**src/rtl/bsc_pkg.sv**
```systemverilog
// Shared types, constants and coefficient unpacking for the barometer compensation core.
package bsc_pkg;

  // Configuration register indexes
  localparam logic [1:0] CFG_IDX_LOW  = 2'd0;
  localparam logic [1:0] CFG_IDX_MID  = 2'd1;
  localparam logic [1:0] CFG_IDX_HIGH = 2'd2;

  localparam int unsigned CFG_DATA_W  = 64;
  localparam int unsigned CFG_HIGH_W  = 40;

  // Input queue between the front and the back
  localparam int unsigned QUEUE_DEPTH = 2;
  localparam int unsigned QPTR_W      = 1;
  localparam int unsigned QCNT_W      = 2;

  localparam logic signed [31:0] TEMP_MAX = 32'sd8388607;
  localparam logic signed [31:0] TEMP_MIN = -32'sd8388608;

  // Accepted item as it waits in the queue
  typedef struct packed {
    logic [23:0] raw_pressure;
    logic [23:0] raw_temperature;
    logic        calib_invalid;
  } bsc_item_t;

  // Item after the temperature path
  typedef struct packed {
    logic signed [23:0] tq;
    logic [23:0]        u;
    logic               sat;
    logic               inv;
  } bsc_tag_t;

  // Calibration coefficients as stored by the sensor
  typedef struct packed {
    logic [15:0]        t1;
    logic [15:0]        t2;
    logic signed [7:0]  t3;
    logic signed [15:0] p1;
    logic signed [15:0] p2;
    logic signed [7:0]  p3;
    logic signed [7:0]  p4;
    logic [15:0]        p5;
    logic [15:0]        p6;
    logic signed [7:0]  p7;
    logic signed [7:0]  p8;
    logic signed [15:0] p9;
    logic signed [7:0]  p10;
    logic signed [7:0]  p11;
  } bsc_coef_t;

  function automatic bsc_coef_t calib_coefs(input logic [CFG_DATA_W-1:0] lo,
                                            input logic [CFG_DATA_W-1:0] mid,
                                            input logic [CFG_HIGH_W-1:0] hi);
    logic [167:0] b;
    bsc_coef_t    c;
    b     = {hi, mid, lo};
    c.t1  = b[15:0];
    c.t2  = b[31:16];
    c.t3  = $signed(b[39:32]);
    c.p1  = $signed(b[55:40]);
    c.p2  = $signed(b[71:56]);
    c.p3  = $signed(b[79:72]);
    c.p4  = $signed(b[87:80]);
    c.p5  = b[103:88];
    c.p6  = b[119:104];
    c.p7  = $signed(b[127:120]);
    c.p8  = $signed(b[135:128]);
    c.p9  = $signed(b[151:136]);
    c.p10 = $signed(b[159:152]);
    c.p11 = $signed(b[167:160]);
    return c;
  endfunction

endpackage

```
**src/rtl/bsc_temp.sv**
```systemverilog
// Temperature polynomial: four pipeline stages from raw reading to clamped fixed point.
module bsc_temp (
  input  logic               clk_i,
  input  logic               rst_ni,
  input  bsc_pkg::bsc_coef_t coefs_i,
  input  logic               in_valid_i,
  input  bsc_pkg::bsc_item_t in_item_i,
  output logic               out_valid_o,
  output bsc_pkg::bsc_tag_t  out_tag_o
);
  import bsc_pkg::*;

  logic [3:1]          vld_q;
  bsc_item_t           item_q [1:3];

  logic signed [25:0]  d_q, d_d;
  logic signed [42:0]  dt2_q, dt2_d, dt2b_q;
  logic signed [49:0]  dd_q, dd_d;
  logic signed [57:0]  ddt3_q, ddt3_d;
  logic signed [63:0]  tn;
  logic signed [31:0]  tr;
  bsc_tag_t            tag_d, tag_q;
  logic                vld_out_q;

  always_comb begin
    d_d    = $signed({2'b00, in_item_i.raw_temperature}) - $signed({2'b00, coefs_i.t1, 8'h00});
    dt2_d  = 43'(d_q) * 43'($signed({1'b0, coefs_i.t2}));
    dd_d   = 50'(d_q) * 50'(d_q);
    ddt3_d = 58'(dd_q) * 58'(coefs_i.t3);
    // round half up to 2^-16 degree
    tn     = (64'(dt2b_q) <<< 18) + 64'(ddt3_q) + (64'sd1 <<< 31);
    tr     = tn[63:32];
    tag_d.u   = item_q[3].raw_pressure;
    tag_d.inv = item_q[3].calib_invalid;
    if (tr > TEMP_MAX) begin
      tag_d.tq  = TEMP_MAX[23:0];
      tag_d.sat = 1'b1;
    end else if (tr < TEMP_MIN) begin
      tag_d.tq  = TEMP_MIN[23:0];
      tag_d.sat = 1'b1;
    end else begin
      tag_d.tq  = tr[23:0];
      tag_d.sat = 1'b0;
    end
  end

  always_ff @(posedge clk_i or negedge rst_ni) begin
    if (!rst_ni) begin
      vld_q     <= '0;
      vld_out_q <= 1'b0;
    end else begin
      vld_q     <= {vld_q[2:1], in_valid_i};
      vld_out_q <= vld_q[3];
    end
  end

  always_ff @(posedge clk_i) begin
    item_q[1] <= in_item_i;
    item_q[2] <= item_q[1];
    item_q[3] <= item_q[2];
    d_q       <= d_d;
    dt2_q     <= dt2_d;
    dd_q      <= dd_d;
    dt2b_q    <= dt2_q;
    ddt3_q    <= ddt3_d;
    tag_q     <= tag_d;
  end

  assign out_valid_o = vld_out_q;
  assign out_tag_o   = tag_q;

endmodule

```
**config.mk**
```make
export PLATFORM = sky130hd
export DESIGN_NAME = bsc_temp
export DESIGN_NICKNAME = d
export VERILOG_FILES = /design/src/rtl/bsc_pkg.sv /design/src/rtl/bsc_temp.sv
export SDC_FILE = /design/constraint.sdc
export NUM_CORES = 2
export LEC_CHECK = 0
export BUFFER_PORTS_ARGS = -buffer_cell sky130_fd_sc_hd__buf_4
export CORE_ASPECT_RATIO = 1.5
export CORE_UTILIZATION = 35
export CTS_CLUSTER_SIZE = 10
export DETAILED_ROUTE_END_ITERATION = 10
export GPL_TIMING_DRIVEN = 0
export SETUP_SLACK_MARGIN = 0.4
export SKIP_LAST_GASP = 1
export SYNTH_ARGS = -nofsm -noshare
export SYNTH_HDL_FRONTEND = slang
export SYNTH_SLANG_ARGS = --single-unit
```
**constraint.sdc**
```tcl
create_clock -name clk_i -period 8.88 [get_ports clk_i]
set_clock_uncertainty 0.1 [all_clocks]
set_input_delay 1.332 -clock clk_i [delete_from_list [all_inputs] [get_ports clk_i]]
set_output_delay 1.332 -clock clk_i [all_outputs]
set_load 0.02 [all_outputs]
```
==> results.tsv <==
metric	value	unit
CTS clk-pin slew, worst paths	60	ps
crit path kind	flop to flop	
DIE AREA	0.164	mm^2
Synth top area share	45.8	%
drt total wl	173	mm
startpoint types	flop	
DR pass1 iterations	5	
Tmin final	8270	ps
Vias	40200	
number of max-cap violations	0	
initial antenna violation count	19	
Max Clk Rate	121	MHz
final slew viol count	0	
fin nets	8095	
Finish-stage setup viols	0	
core area	0.161	mm^2
sequential fraction of the synthesis area	11.6	%
Least-Margin Pin Slew	1030	ps
Yosys warnings	0	
Met2 Routed Length	89.1	mm
GRT Util Overall	21.8	%
Max Root-Sink Buffers	3	
setup_tns	0	ps
# fillers	16000	
P&R area growth vs syn	10.4	%
top layer in use	met5	
Hold Crit Start	item_q[2][29]	
CTS tree	yes	
RSZ-0062 raised after global routing	false	
Max stage delay on crit path	570	ps
Critical path origin	item_q[1][4]	
H-Tree Depth	2	
dpl hpwl	148	mm
CP arrival	8630	ps
CP endpoint kind	flop	
DRC violations left	0	
per-cell routed wire length	21.1	um
Critical Path RT	9240	ps
TritonCTS buffer count	43	
site row count	180	
DRT antenna net count	0	
FFs w/ async S/R, synth	1.22	%
Buf/Inv on CP	10	
Hold Fails Final Rpt	0	
Final Wtd Congestion	1.01	
status	completed	
maximum number of pins on one net before global-route repair	14	
num ports	271	
final worst path period share	93.1	%
Net Count, Synth	7900	
Final Non-Filler Cells	8229	
Post-synth EDFFs	0	
first-pass GRT wire length	263	mm
Initial Util	35.3	%
Critical Path Slowest Stage Cell	fa_1	
vias in the first global route	45000	
post-synthesis register bit count	327	
synth unique cells	68	
M1 wire length	57.2	mm
Top Family by Delay on Critical Path	adder cells	
Post-Place Cells	8143	
Clock Tree Root	clkbuf_16	
syn avg cell area	9.60	um^2
Die W	331	um
IO buf count	135	
layout cell share with drive strength beyond 1	6.41	%
largest cells by area after synthesis	fa_1 (46%), dfxtp_1 (11%), ha_1 (10%)	
Slew Limit Headroom	30.8	%
Synth Instances	5914	
DRT iter0 DRCs	2054	
met3 wire len	11.0	mm
hold_ws	211	ps
Hold Path Class	flop to flop	
Via density	4.89	
# clock sinks	327	
Post-Syn Area	0.0568	mm^2
Synth Flop Type	dfxtp_1	
die height	495	um
Crit Path Max Fanout	10	
Synth area leader	fa_1	
Worst-Skew Late Latency	630	ps
gr ovfl total	0	
Reg2Reg Launch Point	item_q[1][4]	
[cell type report]
type | count | area, um^2 | area share [%]
inverters | 1529 | 5760 | 9.19
diodes | 7 | 17.5 | 0.0280
flip-flops and latches | 327 | 6610 | 10.6
multi-input cells | 3868 | 44000 | 70.3
well taps | 2093 | 2620 | 4.18
clock inverters | 11 | 149 | 0.238
clock buffers | 54 | 1180 | 1.88
repair buffers | 150 | 1120 | 1.79
plain buffers | 190 | 1170 | 1.87
[kinds of logic after synthesis]
kind of cell	synth area share, %
mux	0.0551
buf+inv	11.4
compound gates	5.14
fa+ha+maj	56.1
flops	11.6
other cells	0.0132
simple gates	12.9
xor+xnor	2.78
[metrics by stage]
stage,utilization [%],setup slack [ps],instance area [um^2]
finish,39.0,609,62700
global placement,37.6,-2850,60400
CTS,38.9,381,62400
detailed placement,37.6,-2330,60400
global route,39.0,386,62600
floorplan,-,1170,56800
[per-layer routing]
metal,track usage [%],vias to the layer above
met5,0,-
met4,16.4,12
met3,4.32,620
met2,39.3,1405
met1,22.0,20500
li1,-,17700
[cell usage after synthesis (4+ instances only)]
| cell | number |
|---|---|
| nand2b_1 | 75 |
| o21bai_1 | 20 |
| inv_1 | 1529 |
| and2_1 | 533 |
| nand3_1 | 30 |
| fa_1 | 1299 |
| nor2b_1 | 45 |
| nand2_1 | 574 |
| o21ai_0 | 85 |
| a2111oi_0 | 5 |
| o21a_1 | 17 |
| nor3_1 | 24 |
| ha_1 | 467 |
| and3_1 | 15 |
| o21ai_1 | 19 |
| a31oi_1 | 11 |
| a311oi_1 | 4 |
| nor2_1 | 104 |
| o211ai_1 | 8 |
| a221oi_1 | 4 |
| dfrtp_1 | 4 |
| or3_1 | 8 |
| o31ai_1 | 4 |
| dfxtp_1 | 323 |
| a21oi_1 | 157 |
| xor2_1 | 58 |
| a21boi_0 | 12 |
| xnor2_1 | 122 |
| nand4_1 | 18 |
| or2_2 | 4 |
| o22ai_1 | 5 |
| clkbuf_1 | 186 |
| nor3b_1 | 5 |
| a21o_1 | 75 |
| a211oi_1 | 13 |
[cell usage in the layout (no fill, tap or decap), drive strengths merged, types with 5 or more instances in the layout]
cell / count
o211ai: 9
o22ai: 5
nand2: 574
buf: 167
and3: 15
nand3: 30
fa: 1299
o21bai: 20
clkinv: 6
nand2b: 75
nor3b: 5
o21a: 18
inv: 1527
a21boi: 12
nor2b: 45
and2: 534
clkinvlp: 6
dfxtp: 323
ha: 467
xnor2: 122
o21ai: 106
a211oi: 13
xor2: 58
clkbuf: 227
a21o: 75
nor3: 24
or3: 9
a311oi: 5
a2111oi: 5
nor2: 104
nand4: 18
a31oi: 11
a21oi: 157
diode: 7
[sequential cells by signal, indices dropped and copies added (netlist names)]
signal and count:
item_q 84, out_tag_o 50, dd_q 48, dt2_q 42
dt2b_q 42, ddt3_q 40, d_q 17, vld_q 3
out_valid_o 1
[final timing paths]
path                                      end  slack, ps  cells past startpoint
worst max-delay path                 dd_q[42]        610                     31
worst min-delay path            item_q[3][29]        210                      0
worst max register to register       dd_q[42]        610                     31
worst min register to register  item_q[3][29]        210                      0
max in group asynchronous         out_valid_o       8180                      1
min in group asynchronous            vld_q[1]        400                      1
[what timing repair did]
item / in CTS / in global routing
pin swaps: 6 / 10
hold buffers: 0 / 0
endpoints found under the hold margin: 0 / 0
resized for setup: 222 / 83
buffers inserted: 5 / 9
setup endpoints to repair: 36 / 21
Power is not shown: default switching activity piles up to over one toggle a cycle in this logic, so the estimate is an artifact.
