--- src/rtl/bsc_pkg.sv ---
// Shared types, constants and coefficient unpacking for the barometer compensation core.
package bsc_pkg;

  // Configuration register indexes
  localparam logic [1:0] CFG_IDX_LOW  = 2'd0;
  localparam logic [1:0] CFG_IDX_MID  = 2'd1;
  localparam logic [1:0] CFG_IDX_HIGH = 2'd2;

  localparam int unsigned CFG_DATA_W  = 64;
  localparam int unsigned CFG_HIGH_W  = 40;

  // Input queue between the front and the back
  localparam int unsigned QUEUE_DEPTH = 2;
  localparam int unsigned QPTR_W      = 1;
  localparam int unsigned QCNT_W      = 2;

  localparam logic signed [31:0] TEMP_MAX = 32'sd8388607;
  localparam logic signed [31:0] TEMP_MIN = -32'sd8388608;

  // Accepted item as it waits in the queue
  typedef struct packed {
    logic [23:0] raw_pressure;
    logic [23:0] raw_temperature;
    logic        calib_invalid;
  } bsc_item_t;

  // Item after the temperature path
  typedef struct packed {
    logic signed [23:0] tq;
    logic [23:0]        u;
    logic               sat;
    logic               inv;
  } bsc_tag_t;

  // Calibration coefficients as stored by the sensor
  typedef struct packed {
    logic [15:0]        t1;
    logic [15:0]        t2;
    logic signed [7:0]  t3;
    logic signed [15:0] p1;
    logic signed [15:0] p2;
    logic signed [7:0]  p3;
    logic signed [7:0]  p4;
    logic [15:0]        p5;
    logic [15:0]        p6;
    logic signed [7:0]  p7;
    logic signed [7:0]  p8;
    logic signed [15:0] p9;
    logic signed [7:0]  p10;
    logic signed [7:0]  p11;
  } bsc_coef_t;

  function automatic bsc_coef_t calib_coefs(input logic [CFG_DATA_W-1:0] lo,
                                            input logic [CFG_DATA_W-1:0] mid,
                                            input logic [CFG_HIGH_W-1:0] hi);
    logic [167:0] b;
    bsc_coef_t    c;
    b     = {hi, mid, lo};
    c.t1  = b[15:0];
    c.t2  = b[31:16];
    c.t3  = $signed(b[39:32]);
    c.p1  = $signed(b[55:40]);
    c.p2  = $signed(b[71:56]);
    c.p3  = $signed(b[79:72]);
    c.p4  = $signed(b[87:80]);
    c.p5  = b[103:88];
    c.p6  = b[119:104];
    c.p7  = $signed(b[127:120]);
    c.p8  = $signed(b[135:128]);
    c.p9  = $signed(b[151:136]);
    c.p10 = $signed(b[159:152]);
    c.p11 = $signed(b[167:160]);
    return c;
  endfunction

endpackage

--- src/rtl/bsc_front.sv ---
// Front end: accepts items, tags calibration validity and queues them for the back end.
module bsc_front (
  input  logic                clk_i,
  input  logic                rst_ni,
  input  logic                start,
  output logic                busy,
  input  logic [23:0]         raw_pressure_i,
  input  logic [23:0]         raw_temperature_i,
  input  logic                calib_zero_i,
  output logic                out_valid_o,
  output bsc_pkg::bsc_item_t  out_item_o
);
  import bsc_pkg::*;

  bsc_item_t           mem_q [QUEUE_DEPTH];
  logic [QPTR_W-1:0]   wr_ptr_q, wr_ptr_d;
  logic [QPTR_W-1:0]   rd_ptr_q, rd_ptr_d;
  logic [QCNT_W-1:0]   cnt_q, cnt_d;
  logic                push, pop;
  bsc_item_t           new_item;

  assign busy        = (cnt_q == QCNT_W'(QUEUE_DEPTH));
  assign push        = start & ~busy;
  // the back end never stalls: drain one item every cycle
  assign pop         = (cnt_q != '0);
  assign out_valid_o = pop;
  assign out_item_o  = mem_q[rd_ptr_q];

  always_comb begin
    new_item.raw_pressure    = raw_pressure_i;
    new_item.raw_temperature = raw_temperature_i;
    new_item.calib_invalid   = calib_zero_i;
    wr_ptr_d = push ? wr_ptr_q + 1'b1 : wr_ptr_q;
    rd_ptr_d = pop ? rd_ptr_q + 1'b1 : rd_ptr_q;
    cnt_d    = cnt_q + QCNT_W'(push) - QCNT_W'(pop);
  end

  always_ff @(posedge clk_i or negedge rst_ni) begin
    if (!rst_ni) begin
      wr_ptr_q <= '0;
      rd_ptr_q <= '0;
      cnt_q    <= '0;
    end else begin
      wr_ptr_q <= wr_ptr_d;
      rd_ptr_q <= rd_ptr_d;
      cnt_q    <= cnt_d;
    end
  end

  always_ff @(posedge clk_i) begin
    if (push) begin
      mem_q[wr_ptr_q] <= new_item;
    end
  end

endmodule

--- config.mk ---
export PLATFORM = sky130hd
export DESIGN_NAME = bsc_front
export DESIGN_NICKNAME = d
export VERILOG_FILES = /design/src/rtl/bsc_pkg.sv /design/src/rtl/bsc_front.sv
export SDC_FILE = /design/constraint.sdc
export NUM_CORES = 1
export LEC_CHECK = 0
export BUFFER_PORTS_ARGS = -buffer_cell sky130_fd_sc_hd__buf_2
export CAP_MARGIN = 20
export CELL_PAD_IN_SITES_DETAIL_PLACEMENT = 1
export CELL_PAD_IN_SITES_GLOBAL_PLACEMENT = 1
export CORE_ASPECT_RATIO = 0.7
export CORE_MARGIN = 4
export CORE_UTILIZATION = 40
export CTS_BUF_LIST = sky130_fd_sc_hd__clkbuf_4 sky130_fd_sc_hd__clkbuf_8 sky130_fd_sc_hd__clkbuf_16
export CTS_CLUSTER_SIZE = 10
export DETAILED_ROUTE_END_ITERATION = 12
export PLACE_DENSITY = 0.79
export SYNTH_ARGS = -nofsm -noshare
export SYNTH_HDL_FRONTEND = slang
export SYNTH_SLANG_ARGS = --single-unit
--- constraint.sdc ---
create_clock -name clk_i -period 3.3 [get_ports clk_i]
set_input_delay 0 -clock clk_i [delete_from_list [all_inputs] [get_ports clk_i]]
set_output_delay 0 -clock clk_i [all_outputs]
set_load 0.02 [all_outputs]
==> results of run 1 <==
-- Yosys cell counts --
| library cell | n | area share |
|---|---|---|
| dfrtp_1 | 4 | 0.025 |
| and2_1 | 1 | 0.0016 |
| nand2b_1 | 2 | 0.0032 |
| inv_1 | 1 | 0.00095 |
| and3_1 | 1 | 0.0016 |
| xor2_1 | 1 | 0.0022 |
| mux2_4 | 49 | 0.19 |
| edfxtp_1 | 98 | 0.75 |
| nor2_1 | 1 | 0.00095 |
| buf_6 | 1 | 0.0029 |
| nand2_1 | 1 | 0.00095 |
| xnor2_1 | 1 | 0.0022 |
| or2_2 | 1 | 0.0016 |
| buf_12 | 5 | 0.025 |
-- cells by family (layout without fill, tap and decap cells) --
logic type    count (synthesis)  count (layout)  share of synthesized area
buf+inv                       7             174                    0.02914
xor+xnor                      2               2                   0.004435
simple gates                  7               7                   0.009820
mux                          49              49                     0.1863
flops                       102             102                     0.7704
-- state kept, by name, summed over array words and instances (netlist names) --
register / flops
cnt_q: 2
mem_q: 98
rd_ptr_q: 1
wr_ptr_q: 1
-- through the flow --
stage               setup WS (ps)  std cells
floorplan                   218.7        167
global placement             1442        394
detailed placement           1373        394
CTS                          1306        462
global route                 1255        462
finish                       1348        462
-- cell type report --
cell class                 count  share of cell area
clock buffer                  10             0.04361
clock inverter                 6            0.007268
inverter                       1           0.0007034
multi-input combinational     58              0.1501
sequential                   102              0.5709
tap                          128             0.03001
timing repair buffer         157              0.1974
-- path summary, 6_finish.rpt --
path / start / end / slack [ps] / cells after the start
max: rd_ptr_q / out_item_o[41] / 1350 / 2
min: raw_pressure_i[18] / mem_q[0][43] / 390 / 2
max reg2reg: cnt_q[0] / mem_q[1][19] / 1410 / 3
min reg2reg: cnt_q[1] / cnt_q[1] / 540 / 1
max in group asynchronous: rst_ni / rd_ptr_q / 2470 / 3
min in group asynchronous: rst_ni / rd_ptr_q / 620 / 3
-- repair_timing --
action | in CTS | in global routing
setup buffers | 0 | 0
hold endpoints to repair | 103 | 0
hold buffers | 52 | 0
-- per-layer routing --
| layer | global-route usage | up-vias | part of all wire |
|---|---|---|---|
| met2 | 0.2465 | 68 | 0.52 |
| li1 | - | 976 | - |
| met3 | 0.05232 | 11 | 0.063 |
| met1 | 0.1650 | 1017 | 0.41 |
| met4 | 0.04554 | 0 | 0.013 |
| met5 | 0 | - | 0 |
-- power groups by stage --
stage | clock (W) | combinational (W) | sequential (W)
2_1_floorplan | 0 | 0.00122 | 0.00179
3_3_place_gp | 0 | 0.00132 | 0.00197
3_5_place_dp | 0 | 0.00133 | 0.00198
4_1_cts | 0.000983 | 0.00138 | 0.00196
5_1_grt | 0.00103 | 0.00145 | 0.00198
6_report | 0.000946 | 0.00136 | 0.00195
==> metrics.txt, run 1 <==
status=finished clean; setup violators final=0; die height=approximately 91 µm; layout cells sized above 1=0.5180; die width=between 100 and 150 µm; WP buf/inv=1; Worst-Skew Late Latency=between 300 and 400 ps; Clk pwr share=0.222; Post-Route Setup TNS=0 ps; net switching power=between 0.001 and 0.0015 W; Slew @ Worst Pin=949.3 ps; vias=about 2100; Routed WL=about 7900 µm; Crit Path Class=reg -> out; GRT Util Overall=0.1426; WP data arrival=around 2000 ps; fin crit share=0.5915; port bufs=102; Yosys reg bits=approximately 100; Distinct cells, synth=14; Pint=approximately 0.0029 W; DR WL/cell=between 15 and 20 µm; Final Hold Viols=0; CP endpoint kind=primary output; Avg Inst Size Synth=about 24 µm²; worst hold path type=in -> reg; vias in the first global route=2363; IO Pins=slightly above 100; n_diodes=0; filler cell count in the final layout=a little under 900; sequential power share=0.457; clk root buf=clkbuf_16; VDD IR-drop max=around 420 µV; global-route wire length before repair=12540 µm; Core ar.=about 9600 µm²; P_leak=between 2 and 2.5 nW; Detail Route Antenna Nets=0; PwrDens=about 800 nW/µm²; H-Tree Depth=3; placed cell areas=4544 µm²; design area=between 5000 and 6000 µm²; DRT iter0 DRCs=54; vias per cell=4.485; Synth Instances=roughly 170; TritonRoute pass-1 iters=4; row cnt=30; Residual DRC=0; Sw Ratio=0.3129; CP Max Fanout=50; startpoint class of the critical path=register; Area Overhead vs Synth=35.10%; Worst path slowest cell=dfrtp_4; most frequent cells in the layout=buf_2, edfxtp_1, dlygate4sd3_1, mux2_4, clkbuf_16; CTS Buf Count=9; WHS=about 390 ps; CTS sink count=102; Synth warnings=0; # resized after CTS=0; critical path cell sequence=mux2_4 > buf_2; register area=3047 µm²; Tmin final=a little under 2000 ps; Nets=roughly 380; max-cap viol count=0; CP required=around 3300 ps; Max Clock Freq=roughly 510 MHz; clk slew on worst S/H paths=around 70 ps; total power=roughly 0.0043 W; Mapped Area=between 3000 and 4000 µm²; Rel. slew slack=0.3671; CTS Buffer Depth=2; Die Area=between 10000 and 15000 µm²; RD Place Congestion=~0.74; leading cell type in the layout, fill and taps excluded=buf_2; fin util=0.5532; TritonCTS clock tree=yes; post-synthesis sequential area ratio=0.7704; antenna violations before repair=0; RSZ-0062 raised after global routing=false; Final Max Tran Viols=0; Multi-input gate area=800.8 µm²; post-detail-place hpwl=just under 5000 µm; largest net degree at the start of global routing=a little over 50; critical path's largest stage delay=approximately 1100 ps; combinational share of power=0.320; delay-heaviest family, CP=flip-flops; Net Count, Synth=219; Clock Skew=about 6.4 ps; initial core utilization=0.4095; total global routing overflow=0
Note: power is estimated with default switching activity, not from simulation.
==> run 2, diff against run 1 <==
--- a/config.mk
+++ b/config.mk
@@ -5,13 +5,14 @@
 export SDC_FILE = /design/constraint.sdc
 export NUM_CORES = 1
 export LEC_CHECK = 0
+export ABC_AREA = 1
 export BUFFER_PORTS_ARGS = -buffer_cell sky130_fd_sc_hd__buf_2
 export CAP_MARGIN = 20
 export CELL_PAD_IN_SITES_DETAIL_PLACEMENT = 1
 export CELL_PAD_IN_SITES_GLOBAL_PLACEMENT = 1
 export CORE_ASPECT_RATIO = 0.7
 export CORE_MARGIN = 4
-export CORE_UTILIZATION = 40
+export CORE_UTILIZATION = 37
 export CTS_BUF_LIST = sky130_fd_sc_hd__clkbuf_4 sky130_fd_sc_hd__clkbuf_8 sky130_fd_sc_hd__clkbuf_16
 export CTS_CLUSTER_SIZE = 10
 export DETAILED_ROUTE_END_ITERATION = 12
==> constraint.sdc (replaced) <==
create_clock -name clk_i -period 1.6 [get_ports clk_i]
set_input_delay 0 -clock clk_i [delete_from_list [all_inputs] [get_ports clk_i]]
set_output_delay 0 -clock clk_i [all_outputs]
set_load 0.02 [all_outputs]
==> run 2 against run 1 <==
- sequential power increased by 66%
- largest power group unchanged
- register-to-register slack worse by 1200 ps
- final cell count is 24% higher
- clock skew shrank 1.9 ps
- critical endpoint is now out_item_o[12]
- largest cell class unchanged
- critical path type unchanged
- combinational power grew 100%
- highest routed layer unchanged
==> metrics.txt, run 2 <==
status=finished clean; Tmin final=around 1500 ps; WP buf/inv=3; ranking of synthesized cells by area=edfxtp_1, nand2_1, dfrtp_1; RD Place Congestion=roughly 0.72; H-Tree Depth=3; Worst-Skew Late Latency=about 340 ps; Clock Skew=roughly 4.5 ps; register area=a little over 3000 µm²; clk root buf=clkbuf_16; largest net degree at the start of global routing=50; post-detail-place hpwl=5861 µm; die width=128.5 µm; IO Pins=around 100; largest area contributor in the netlist=edfxtp_1; Nets=between 400 and 500; Final Max Tran Viols=0; biggest regs=mem_q: 98 flops, cnt_q: 2 flops; most frequent CP cell=nand2_1; placed cell areas=between 4000 and 5000 µm²; Detail Route Antenna Nets=0; Crit Path Class=reg -> out; WP data arrival=roughly 1500 ps; PwrDens=1551 nW/µm²; CP endpoint kind=primary output; layout cells sized above 1=0.3018; Synth warnings=0; most frequent cells in the layout=nand2_1, buf_2, edfxtp_1, dlygate4sd3_1, clkbuf_16; critical path's largest stage delay=460 ps; startpoint class of the critical path=register; TritonRoute pass-1 iters=4; Distinct cells, synth=12; delay-heaviest family, CP=buffers and inverters; critical path cell sequence=inv_8 > buf_4 > nand2_1 > nand2_1 > buf_2; Yosys reg bits=102; Max Clock Freq=between 600 and 700 MHz; Synth Instances=277; Net Count, Synth=between 300 and 400; fin crit share=0.9314; vias=around 2600; fin util=0.5414; global-route wire length before repair=between 10000 and 15000 µm; setup violators final=0; vias in the first global route=2836; P_leak=2.308 nW; worst hold path type=in -> reg; clk slew on worst S/H paths=~60 ps; total power=0.008225 W; Routed WL=about 9000 µm; die height=between 90 and 100 µm; design area=5304 µm²; Rel. slew slack=0.7994; ys async rst share=0.03922; port bufs=~100; row cnt=30; Commonest cells post-synth=nand2_1, edfxtp_1, inv_1; leading cell type in the layout, fill and taps excluded=nand2_1; VDD IR-drop max=779.5 µV; Avg Inst Size Synth=roughly 14 µm²; filler cell count in the final layout=around 1000; DRT iter0 DRCs=170; Area Overhead vs Synth=41.06%; Setup Buffers After CTS=0; CTS sink count=approximately 100; CTS Buffer Depth=2; GRT Util Overall=0.1590; Die Area=about 12000 µm²; pre-CTS setup slack=~240 ps; Slew @ Worst Pin=between 300 and 400 ps; Most used DFF post-synth=edfxtp_1; Mapped Area=between 3000 and 4000 µm²; Largest register FFs=between 90 and 100; Worst path slowest cell=dfrtp_2; Residual DRC=0; total global routing overflow=0; initial core utilization=0.3838; DR WL/cell=15.81 µm; CP Max Fanout=24; vias per cell=roughly 4.5; CTS Buf Count=9; CP required=about 1600 ps; TritonCTS clock tree=yes; antenna violations before repair=0; RSZ-0062 raised after global routing=false; number of synthesized flops with an enable pin=slightly below 100; most common cell in the netlist=nand2_1; post-synthesis sequential area ratio=0.8093; Worst Slack Setup Final=approximately 110 ps; Multi-input gate area=615.6 µm²; Largest Register=mem_q; Core ar.=~9800 µm²; n_diodes=0; max-cap viol count=0; Post-Route Setup TNS=0 ps; Final Hold Viols=0; Synth top area share=0.7827
run 2: cell types whose count changed in the layout (fill, tap and decap cells not counted), moves of 2 or more:
cell	change
nand2_1	+149
inv_1	+4
bufinv_16	+2
buf_12	+2
clkinv_4	-2
buf_4	+2
nand2_2	+2
nand2b_1	-2
mux2_4	-49
run 2: report_power, final:
| part | switching, W | total, W | internal, W |
|---|---|---|---|
| logic | 0.00187 | 0.00273 | 0.000859 |
| registers | 0.0000734 | 0.00324 | 0.00317 |
| clock network | 0.000898 | 0.00226 | 0.00136 |
run 2: cell type report:
cell class	instances	area share
flip-flops and latches	102	0.5740
clock inverters	6	0.01628
multi-input cells	157	0.1161
inverters	7	0.007077
repair buffers	163	0.2140
clock buffers	9	0.04246
well taps	128	0.03020
run 2: cells by family (layout without fill, tap and decap cells):
kind of cell	Yosys count	count (layout)	share of synthesized area
and+or+nand+nor	156	156	0.1567
xor gates and xnor gates	1	1	0.002330
DFF	102	102	0.8093
buffers and inverters	18	185	0.03161
run 2: metal layers:
| metal | vias up | global-route usage | part of all wire |
|---|---|---|---|
| met5 | - | 0 | 0 |
| met1 | 1255 | 0.1788 | 0.41 |
| met2 | 80 | 0.2860 | 0.52 |
| met4 | 0 | 0.04329 | 0.011 |
| li1 | 1245 | - | - |
| met3 | 13 | 0.05591 | 0.065 |
run 2: metrics by stage:
stage | hold slack [ps] | instances
after global placement | -188.0 | 505
after CTS | 368.7 | 572
final | 385.1 | 572
after detailed placement | -184.2 | 505
after global routing | 379.5 | 572
after floorplan | -295.6 | 277
run 2: final timing paths:
check / from / slack [ps] / to / cells after the start
hold reg to reg: wr_ptr_q / 480 / wr_ptr_q / 2
max in group asynchronous: rst_ni / 790 / rd_ptr_q / 3
min in group asynchronous: rst_ni / 610 / rd_ptr_q / 3
setup / recovery: rd_ptr_q / 110 / out_item_o[12] / 5
setup reg to reg: cnt_q[0] / 210 / mem_q[1][33] / 5
hold / removal: raw_pressure_i[10] / 390 / mem_q[0][35] / 2
run 2: timing repair:
action / CTS / global route
gates resized for setup: 2 / 4
hold buffers: 52 / 0
endpoints found under the setup margin: 12 / 11
hold endpoints to repair: 104 / 0
cloned: 0 / 0
run 2: worst reg2reg max path, delay by kind of cell, from the launching register on:
| family | cells | cell delay [ps] |
|---|---|---|
| DFF | 1 | 380 |
| and+or+nand+nor | 3 | 330 |
| buffers and inverters | 2 | 350 |
==> run 3, diff against run 2 <==
--- a/config.mk
+++ b/config.mk
@@ -14,6 +14,7 @@
 export CORE_MARGIN = 4
 export CORE_UTILIZATION = 37
 export CTS_BUF_LIST = sky130_fd_sc_hd__clkbuf_4 sky130_fd_sc_hd__clkbuf_8 sky130_fd_sc_hd__clkbuf_16
+export CTS_CLUSTER_DIAMETER = 100
 export CTS_CLUSTER_SIZE = 10
 export DETAILED_ROUTE_END_ITERATION = 12
 export PLACE_DENSITY = 0.79
==> constraint.sdc (replaced) <==
create_clock -name clk_i -period 1.3 [get_ports clk_i]
set_input_delay 0 -clock clk_i [delete_from_list [all_inputs] [get_ports clk_i]]
set_output_delay 0 -clock clk_i [all_outputs]
set_load 0.02 [all_outputs]
==> run 3 against run 2 <==
- the flow now finishes with violations (setup timing)
- final area increased by 16%
- highest routed layer unchanged
- combinational power increased by 82%
- register-to-register slack worse by 320 ps
- largest power group is now combinational cells
- clock skew is 5.1 ps higher
- global-route usage rose by 1.5 points
- clock power grew 26%
- sequential power up 24%
- worst setup slack worse by 220 ps
- largest cell class unchanged
- hold slack got worse by 200 ps
- critical path type is now reg -> reg
- clock-buffer cell count increased by 2
==> metrics.txt, run 3 (same netlist as run 2, synthesis figures left out) <==
status=complete, but fails checks; CP startpoint=cnt_q[1]; RSZ-0062 raised after global routing=true; worst flop-to-flop path startpoint=cnt_q[1]; Nets=roughly 520; Rel. slew slack=0.8468; VDD IR-drop max=around 1100 µV; n_diodes=0; Crit Path Class=reg -> reg; placed cell areas=4513 µm²; antenna violations before repair=0; clk root buf=clkbuf_16; port bufs=between 100 and 150; CP endpoint kind=register; Die Area=~12000 µm²; vias per cell=about 4.6; CP Max Fanout=9; Final Max Tran Viols=0; largest net degree at the start of global routing=32; setup violators final=between 100 and 150; total global routing overflow=0; Hold Path Origin=start; placed insts=just over 500; TritonRoute pass-1 iters=4; Slew @ Worst Pin=229.0 ps; failing checks=setup timing; Largest register FFs=slightly below 100; clk slew on worst S/H paths=approximately 70 ps; initial core utilization=0.3838; Clock Skew=roughly 9.6 ps; Core ar.=roughly 10000 µm²; reg2reg end=mem_q[0][6]; Area Overhead vs Synth=63.36%; fin cells=598; WP data arrival=between 1000 and 1500 ps; Max Clock Freq=roughly 700 MHz; row cnt=30; Routed WL=about 11000 µm; CP required=~1400 ps; Worst Slack Setup Final=-114.5 ps; DRT iter0 DRCs=152; vias in the first global route=2955; global-route wire length before repair=between 15000 and 20000 µm; most frequent cells in the layout=nand2_1, edfxtp_1, dlygate4sd3_1, buf_2, buf_6; Final Hold Viols=0; WHS=~180 ps; leading cell type in the layout, fill and taps excluded=nand2_1; CTS sink count=102; TritonCTS clock tree=yes; die width=approximately 130 µm; Residual DRC=0; worst hold stages=6; biggest regs=mem_q: 98 flops, cnt_q: 2 flops; design area=approximately 6000 µm²; CTS Buf Count=9; Reg2Reg Depth=6; GRT Util Overall=0.1737; layout cells sized above 1=0.4191; H-Tree Depth=3; startpoint class of the critical path=register; Detail Route Antenna Nets=0; WHS Endpoint=wr_ptr_q; Reg2Reg Setup Slack=-110 ps; RD Place Congestion=~0.75; fin crit share=1.088; CTS Buffer Depth=2; PwrDens=between 1500 and 2000 nW/µm²; filler cell count in the final layout=about 960; post-detail-place hpwl=5909 µm; max-cap viol count=0; worst hold path type=in -> reg; Tmin final=around 1400 ps; IO Pins=roughly 100; Worst-Skew Late Latency=about 340 ps; DR WL/cell=~18 µm; Largest Register=mem_q; vias=~2700; die height=92.34 µm; P_leak=between 2 and 3 nW
-- run 3: cell count changes in the layout (fill, tap and decap cells not counted), moves of 2 or more --
cell	change
buf_4	+12
buf_2	-50
nand2_2	+34
buf_12	+6
inv_1	-2
clkinv_2	-2
clkbuf_16	+6
inv_2	+2
buf_6	+48
clkbuf_4	+2
buf_16	+2
nand2_1	-35
-- run 3: critical path, cell delays in order (launching register included) --
cell	delay, ps
dfrtp_1	400
nand2_2	130
buf_6	110
nand3_4	70
clkinvlp_4	90
buf_12	160
clkbuf_16	160
-- run 3: how the worst max path moves through the flow --
stage                endpoint  slack [ps]
2_1_floorplan     mem_q[1][0]        -400
3_3_place_gp     mem_q[1][21]          20
3_5_place_dp     mem_q[1][20]         -30
5_1_grt          mem_q[0][43]        -190
6_report          mem_q[0][6]        -110
4_1_cts        out_item_o[47]        -110
-- run 3: where the power goes --
| group | leakage (nW) | switching [W] | internal, W |
|---|---|---|---|
| Combinational | 1.48 | 0.00273 | 0.00223 |
| Sequential | 0.968 | 0.000109 | 0.00390 |
| Clock | 0.159 | 0.00112 | 0.00173 |
-- run 3: stage by stage --
| stage | setup slack (ps) | power, W | TNS [ps] | util |
|---|---|---|---|---|
| 5_1_grt | -188.2 | 0.01244 | -17420 | 0.6269 |
| 3_3_place_gp | 18.15 | 0.007291 | 0 | 0.4607 |
| 2_1_floorplan | -399.8 | 0.006191 | -37530 | - |
| 4_1_cts | -109.6 | 0.01133 | -9609 | 0.5889 |
| 3_5_place_dp | -30.16 | 0.007375 | -892.2 | 0.4607 |
| 6_report | -114.5 | 0.01182 | -7829 | 0.6269 |
-- run 3: layout make-up --
| cell class | instances | area (µm²) | share of cell area |
|---|---|---|---|
| multi-input combinational | 157 | 723.2 | 0.1177 |
| sequential | 102 | 3044 | 0.4956 |
| clock buffer | 11 | 240.2 | 0.03911 |
| timing repair buffer | 188 | 1856 | 0.3021 |
| clock inverter | 5 | 81.33 | 0.01324 |
| tap | 128 | 160.2 | 0.02607 |
| inverter | 7 | 37.54 | 0.006111 |
-- run 3: layer usage --
metal  global-route usage  vias up  part of all wire
li1                     -     1303                 -
met1               0.2096     1343              0.40
met2               0.3111       75              0.55
met3              0.04092        8             0.044
met4              0.04770        0            0.0086
met5                    0        -                 0
-- run 3: repair_timing --
action,in CTS,in global routing
hold buffers,52,0
endpoints found under the hold margin,104,0
setup buffers,10,4
resized for setup,94,55
endpoints found under the setup margin,104,149
pin swaps,1,3
cloned,2,9
